### config.mk
export PLATFORM = sky130hd
export DESIGN_NAME = booth_radix2_multiplier_unit
export DESIGN_NICKNAME = d
export VERILOG_FILES = /design/src/design/bmu_pkg.sv /design/src/design/booth_radix2_multiplier_unit.sv
export VERILOG_INCLUDE_DIRS = /design/src /design/src/design
export SDC_FILE = /design/constraint.sdc
export NUM_CORES = 1
export LEC_CHECK = 0
export BUFFER_PORTS_ARGS = -buffer_cell sky130_fd_sc_hd__buf_4
export CAP_MARGIN = 20
export CORE_UTILIZATION = 59
export CTS_CLUSTER_SIZE = 16
export DETAILED_ROUTE_END_ITERATION = 16
export HOLD_SLACK_MARGIN = 0.06
export PLACE_DENSITY = 0.85
export SETUP_SLACK_MARGIN = 0.5
export SLEW_MARGIN = 30
export SYNTH_ARGS = -nofsm -noshare
export SYNTH_HDL_FRONTEND = slang
export SYNTH_SLANG_ARGS = --single-unit
### constraint.sdc
create_clock -name aclk -period 8.1 [get_ports aclk]
set_input_delay 1.62 -clock aclk [delete_from_list [all_inputs] [get_ports aclk]]
set_output_delay 1.62 -clock aclk [all_outputs]
set_load 0.01 [all_outputs]
### src/design/booth_radix2_multiplier_unit_macros.svh
// Assertion helpers for the Booth multiplier RTL.
// Every check is sampled on the rising edge of aclk.
`ifndef BOOTH_RADIX2_MULTIPLIER_UNIT_MACROS_SVH
`define BOOTH_RADIX2_MULTIPLIER_UNIT_MACROS_SVH

`ifndef SYNTHESIS
// Check that is masked while aresetn is low
`define BMU_ASSERT(label, prop, msg) \
    label: assert property (@(posedge aclk) disable iff (!aresetn) prop) else $error(msg);
// Check that also runs during reset
`define BMU_ASSERT_ALWAYS(label, prop, msg) \
    label: assert property (@(posedge aclk) prop) else $error(msg);
`else
`define BMU_ASSERT(label, prop, msg)
`define BMU_ASSERT_ALWAYS(label, prop, msg)
`endif

`endif

### src/design/bmu_pkg.sv
package bmu_pkg;

    // Operand width of the Booth datapath
    localparam int WIDTH = 16;
    // Widths of the stream fields
    localparam int IN_W  = 16;
    localparam int OUT_W = 32;
    localparam int S_TDATA_W = ((2 * IN_W + 7) / 8) * 8;
    localparam int M_TDATA_W = ((OUT_W + 7) / 8) * 8;

    // Booth steps per pipeline stage, and the resulting stage count
    localparam int STEPS_PER_STAGE = 4;
    localparam int NUM_STAGES = (WIDTH + STEPS_PER_STAGE - 1) / STEPS_PER_STAGE;

    // Recoding of {Q0, Q(-1)}
    localparam logic [1:0] BOOTH_SUB = 2'b10;
    localparam logic [1:0] BOOTH_ADD = 2'b01;

    // Partial state of one item between steps
    typedef struct packed {
        logic signed [WIDTH-1:0] m;     // multiplicand
        logic signed [WIDTH:0]   acc;   // accumulator with guard bit
        logic [WIDTH-1:0]        q;     // multiplier, shifted right each step
        logic                    qm1;   // Q(-1)
    } stage_t;

    // One radix-2 Booth step: add/subtract, then arithmetic shift of A:Q:Q(-1)
    function automatic stage_t booth_step(stage_t s);
        stage_t r;
        logic signed [WIDTH:0] m_ext;
        logic signed [WIDTH:0] sum;
        m_ext = (WIDTH + 1)'(s.m);
        case ({s.q[0], s.qm1})
            BOOTH_SUB: sum = s.acc - m_ext;
            BOOTH_ADD: sum = s.acc + m_ext;
            default:   sum = s.acc;
        endcase
        r.m   = s.m;
        r.qm1 = s.q[0];
        r.q   = {sum[0], s.q[WIDTH-1:1]};
        r.acc = {sum[WIDTH], sum[WIDTH:1]};
        return r;
    endfunction

endpackage

### src/design/booth_radix2_multiplier_unit.sv
// Radix-2 Booth signed multiplier, fully pipelined. Each item carries a signed
// multiplicand and multiplier and yields their exact signed product (low 32 bits).
// The WIDTH Booth steps are spread over NUM_STAGES register stages of
// STEPS_PER_STAGE steps each (4 stages of 4 steps at WIDTH = 16), and one item
// can enter every cycle while the output is not stalled. The last stage is the
// output register; with m_tready low the pipeline fills bubbles first and only
// then holds s_tready low.
`include "booth_radix2_multiplier_unit_macros.svh"

module booth_radix2_multiplier_unit (
    input  logic                           aclk,
    input  logic                           aresetn,
    input  logic                           s_tvalid,
    output logic                           s_tready,
    // [15:0] multiplicand, [31:16] multiplier
    input  logic [bmu_pkg::S_TDATA_W-1:0]  s_tdata,
    output logic                           m_tvalid,
    input  logic                           m_tready,
    // [31:0] product
    output logic [bmu_pkg::M_TDATA_W-1:0]  m_tdata
);

    localparam int W  = bmu_pkg::WIDTH;
    localparam int NS = bmu_pkg::NUM_STAGES;
    localparam int S  = bmu_pkg::STEPS_PER_STAGE;

    logic signed [bmu_pkg::IN_W-1:0] mcand;
    logic signed [bmu_pkg::IN_W-1:0] mplier;
    bmu_pkg::stage_t                 init_state;

    bmu_pkg::stage_t stage_src  [NS];
    bmu_pkg::stage_t stage_next [NS];
    bmu_pkg::stage_t stage_reg  [NS];
    logic [NS-1:0]   src_vld;
    logic [NS-1:0]   vld_reg;
    logic [NS-1:0]   rdy;

    logic signed [2*W:0] full_prod;

    // Unpack operands and build the starting state
    assign mcand  = s_tdata[bmu_pkg::IN_W-1:0];
    assign mplier = s_tdata[2*bmu_pkg::IN_W-1:bmu_pkg::IN_W];

    always_comb begin
        init_state.m   = W'(mcand);
        init_state.acc = '0;
        init_state.q   = W'(mplier);
        init_state.qm1 = 1'b0;
    end

    for (genvar k = 0; k < NS; k++) begin : g_stage
        // Stage input
        if (k == 0) begin : g_first
            assign stage_src[k] = init_state;
            assign src_vld[k]   = s_tvalid;
        end else begin : g_rest
            assign stage_src[k] = stage_reg[k-1];
            assign src_vld[k]   = vld_reg[k-1];
        end

        // Stage advances when empty or when the downstream stage moves
        if (k == NS - 1) begin : g_last_rdy
            assign rdy[k] = !vld_reg[k] || m_tready;
        end else begin : g_mid_rdy
            assign rdy[k] = !vld_reg[k] || rdy[k+1];
        end

        // Booth steps of this stage
        always_comb begin : p_steps
            bmu_pkg::stage_t st;
            st = stage_src[k];
            for (int j = 0; j < S; j++) begin
                if (k * S + j < W) begin
                    st = bmu_pkg::booth_step(st);
                end
            end
            stage_next[k] = st;
        end

        // Valid bit
        always_ff @(posedge aclk) begin
            if (!aresetn) begin
                vld_reg[k] <= 1'b0;
            end else if (rdy[k]) begin
                vld_reg[k] <= src_vld[k];
            end
        end

        // Payload, no reset
        always_ff @(posedge aclk) begin
            if (rdy[k] && src_vld[k]) begin
                stage_reg[k] <= stage_next[k];
            end
        end
    end

    assign s_tready = rdy[0];

    // Product is A:Q of the last stage
    assign full_prod = {stage_reg[NS-1].acc, stage_reg[NS-1].q};
    assign m_tvalid  = vld_reg[NS-1];
    assign m_tdata   = bmu_pkg::M_TDATA_W'(bmu_pkg::OUT_W'(full_prod));

    // An accepted item always lands in the first stage
    `BMU_ASSERT(a_accept_fills, s_tvalid && s_tready |=> vld_reg[0], "accepted item not captured")
    // An empty output stage never backpressures the input
    `BMU_ASSERT(a_empty_ready, !m_tvalid |-> s_tready, "input stalled with empty output stage")
    // A stalled first stage keeps its item unchanged
    `BMU_ASSERT(a_hold_first, vld_reg[0] && !rdy[0] |=> vld_reg[0] && $stable(stage_reg[0]), "first stage lost its item while stalled")
    // Nothing is offered right after reset
    `BMU_ASSERT_ALWAYS(a_reset_clear, !aresetn |=> !m_tvalid, "output valid after reset")

endmodule
==> results.sh <==
export IMPL_wl_met2_mm=34.4
export IMPL_cp_start_kind="flop"
export IMPL_drt_iter0_markers=1715
export IMPL_status="finished clean"
export IMPL_p_int_mw=7.08
export IMPL_p_sw_mw=6.35
export IMPL_io_pins=70
export IMPL_totalWireLength_mm=67.6
export IMPL_setup_violations=0
export IMPL_fin_crit_sh_pct=96.7
export IMPL_relSlewSlack_pct=36.2
export IMPL_grt_max_degree=50
export IMPL_rsz0062_at_grt="true"
export IMPL_hold_path_startpoint="stage_reg[2][9]"
export IMPL_dieArea_mm2=0.0402
export IMPL_critPathSlowestCell="or4_4"
export IMPL_tightest_slew_ns=0.957
export IMPL_synthDistinctLibCells=88
export IMPL_routabilityCongestion=0.964
export IMPL_p_leak_nw=11.4
export IMPL_synthesis_area_mm2=0.0232
export IMPL_avgViaCountPerCell=6.34
export IMPL_critPathMaxStageDelay_ns=0.53
export IMPL_placed_cell_area_mm2=0.0247
export IMPL_seq_area_frac_synth_pct=23.5
export IMPL_hpwl_mm=46.0
export IMPL_end_kind="flop"
export IMPL_rows=72
export IMPL_clock_skew_ns=0.0146
export IMPL_p_per_area_mw_per_mm2=483
export IMPL_cts_max_level=4
export IMPL_power_mw=13.4
export IMPL_num_vias=21643
export IMPL_pwr_share_seq_pct=11.2
export IMPL_cp_top_family="simple AND/OR/NAND/NOR gates"
export IMPL_r2r_end="stage_reg[1][31]"
export IMPL_min_path_type="reg -> reg"
export IMPL_coreArea_mm2=0.0387
export IMPL_syn2layout_area_growth_pct=19.7
export IMPL_syn_num_nets=3035
export IMPL_antenna_found_initial=0
export IMPL_post_route_util_pct=71.8
export IMPL_hold_end="stage_reg[3][5]"
export IMPL_swShare_pct=47.3
export IMPL_clkPwrFrac_pct=6.3
export IMPL_dr_wl_met3_mm=3.97
export IMPL_path_buf_inv=1
export IMPL_cts_tree="yes"
export IMPL_min_period_ns=7.83
export IMPL_nets=3196
export IMPL_largest_reg_flops=179
export IMPL_grt_ovfl_total=0
export IMPL_synth_edff_count=179
export IMPL_synthFlopType="edfxtp_1"
export IMPL_syn_avg_cell_area_um2=8.54
export IMPL_min_path_cells=0
export IMPL_grt_pass1_wl_mm=97.9
export IMPL_postSynthCellCount=2720
export IMPL_drv_cap=0
export IMPL_routed_top_layer="met4"
export IMPL_initial_utilization_pct=60.0
export IMPL_synth_warnings=0
export IMPL_first_global_vias=20443
export IMPL_fillers=2644
export IMPL_die_x_um=200
export IMPL_holdBufCountCts=0
export IMPL_peakVddDrop_uv=379
export IMPL_combPwrFrac_pct=82.4
export IMPL_clk_transition_reported_paths_ns=0.08
export IMPL_maxSlewViolCount=0
export IMPL_hold_viol=0
export IMPL_async_flop_share_pct=0
export IMPL_cts_buffers=17
export IMPL_drive_above_1_share_pct=24.8
export IMPL_crit_type="reg -> reg"
export IMPL_root_buffer="clkbuf_16"
export IMPL_wl_per_cell_um=19.8
export IMPL_ff2ff_path_depth=31
export IMPL_portBuffers=69
export IMPL_cts_sinks=183
export IMPL_clockBufferDepth=2
export IMPL_clk_latency_ns=0.46
export IMPL_crit_required_ns=8.30
export IMPL_wl_met1_mm=25.6
export IMPL_r2r_setup_slack_ns=0.27
export IMPL_worstPathArrival_ns=8.03
export IMPL_fin_hold_ws_ns=0.420
export IMPL_ys_ff_latch=183
export IMPL_critPathMaxFanout=4
export IMPL_max_freq_mhz=128
export IMPL_drc=0
export IMPL_grt_util_all_layers_pct=29.4
export IMPL_fin_area_mm2=0.0278
export IMPL_ant_nets=0
export IMPL_dr_pass1_iters=6
export IMPL_n_antenna_cell=0
export IMPL_r2r_start="stage_reg[0][36]"
export IMPL_die_y_um=200
worst max-delay path by stage:
stage | start | endpoint | cells after the start
6_report | stage_reg[0][36] | stage_reg[1][31] | 31
3_3_place_gp | stage_reg[0][35] | stage_reg[1][33] | 36
5_1_grt | stage_reg[0][36] | stage_reg[1][33] | 34
2_1_floorplan | stage_reg[0][36] | stage_reg[1][33] | 35
4_1_cts | stage_reg[0][34] | stage_reg[1][31] | 35
3_5_place_dp | stage_reg[0][35] | stage_reg[1][31] | 35
repair_timing:
| item | 4_1_cts | 5_1_grt |
|---|---|---|
| setup endpoints to repair | 16 | 24 |
| cloned | 0 | 0 |
| gates resized for setup | 68 | 299 |
| buffers inserted | 23 | 83 |
| pin swaps | 27 | 144 |
cell usage after synthesis, types with 78 or more instances:
master      n  share of area (%)
a21o_1     78                2.5
a21oi_1   165                3.6
clkbuf_1   99                1.6
edfxtp_1  179                 23
ha_1      264                 14
inv_1      94                1.5
mux2_2    116                5.6
nand2_1   141                2.3
nor2_1    393                6.4
o21ai_0   157                3.4
xnor2_1   132                5.0
xor2_1    292                 11
worst reg2reg max path: cells and delay by family, from the launching register on:
family / cells / cell delay (ns)
simple gates: 11 / 2.54
compound gates: 6 / 1.36
fa+ha+maj: 4 / 1.31
xor+xnor: 6 / 0.97
mux: 3 / 0.86
flops: 1 / 0.41
buf+inv: 1 / 0.13
final cells by class:
| class | instances | area [µm²] | share of cell area [%] |
|---|---|---|---|
| clock buffers | 18 | 429 | 1.54 |
| well taps | 518 | 648 | 2.33 |
| flip-flops and latches | 183 | 5460 | 19.6 |
| multi-input cells | 2308 | 18700 | 67.1 |
| inverters | 100 | 375 | 1.35 |
| repair buffers | 271 | 2070 | 7.46 |
| clock inverters | 14 | 165 | 0.594 |
per-layer routing:
layer  track usage, %  vias up
li1                 -    10019
met1             34.0    10312
met2             53.7      982
met3             3.75      330
met4             13.7        0
met5                0        -
power by group through the flow:
stage	combinational (mW)	sequential (mW)	clock, mW
after floorplan	6.60	1.47	0
after global placement	7.97	1.51	0
after detailed placement	8.33	1.52	0
after CTS	8.72	1.50	0.848
after global routing	11.8	1.52	0.881
final	11.1	1.51	0.851
cell families (layout without fill, tap and decap cells):
kind of cell	after synthesis	after routing	synth area share (%)
adders and majority gates	279	279	15.5
xor gates and xnor gates	426	426	16.2
and+or+nand+nor	827	827	16.9
AOI/OAI and AO/OA	639	639	17.6
DFF	183	183	23.5
buffers and inverters	229	403	3.80
muxes	137	137	6.53
stage by stage:
stage	setup TNS, ns	instances	worst slack, ns
3_5_place_dp	-0.0244	3273	-0.0244
4_1_cts	0	3328	0.472
5_1_grt	-0.0105	3412	-0.0105
2_1_floorplan	0	2720	0.456
6_report	0	3412	0.268
3_3_place_gp	0	3273	0.219
placed cells by master, fill, tap and decap left out, types with 38 or more instances in the layout:
cell type	Yosys	layout
xnor2_1	132	129
nand2_1	141	137
nor2_1	393	379
a21o_1	78	78
o21ai_0	157	105
nor3_1	57	45
edfxtp_1	179	179
a21oi_1	165	136
o21a_1	51	48
xor2_1	292	288
ha_4	0	38
mux2_2	116	108
ha_1	264	205
buf_4	2	265
inv_1	94	91
No activity file was read; power rests on OpenSTA's default activity.
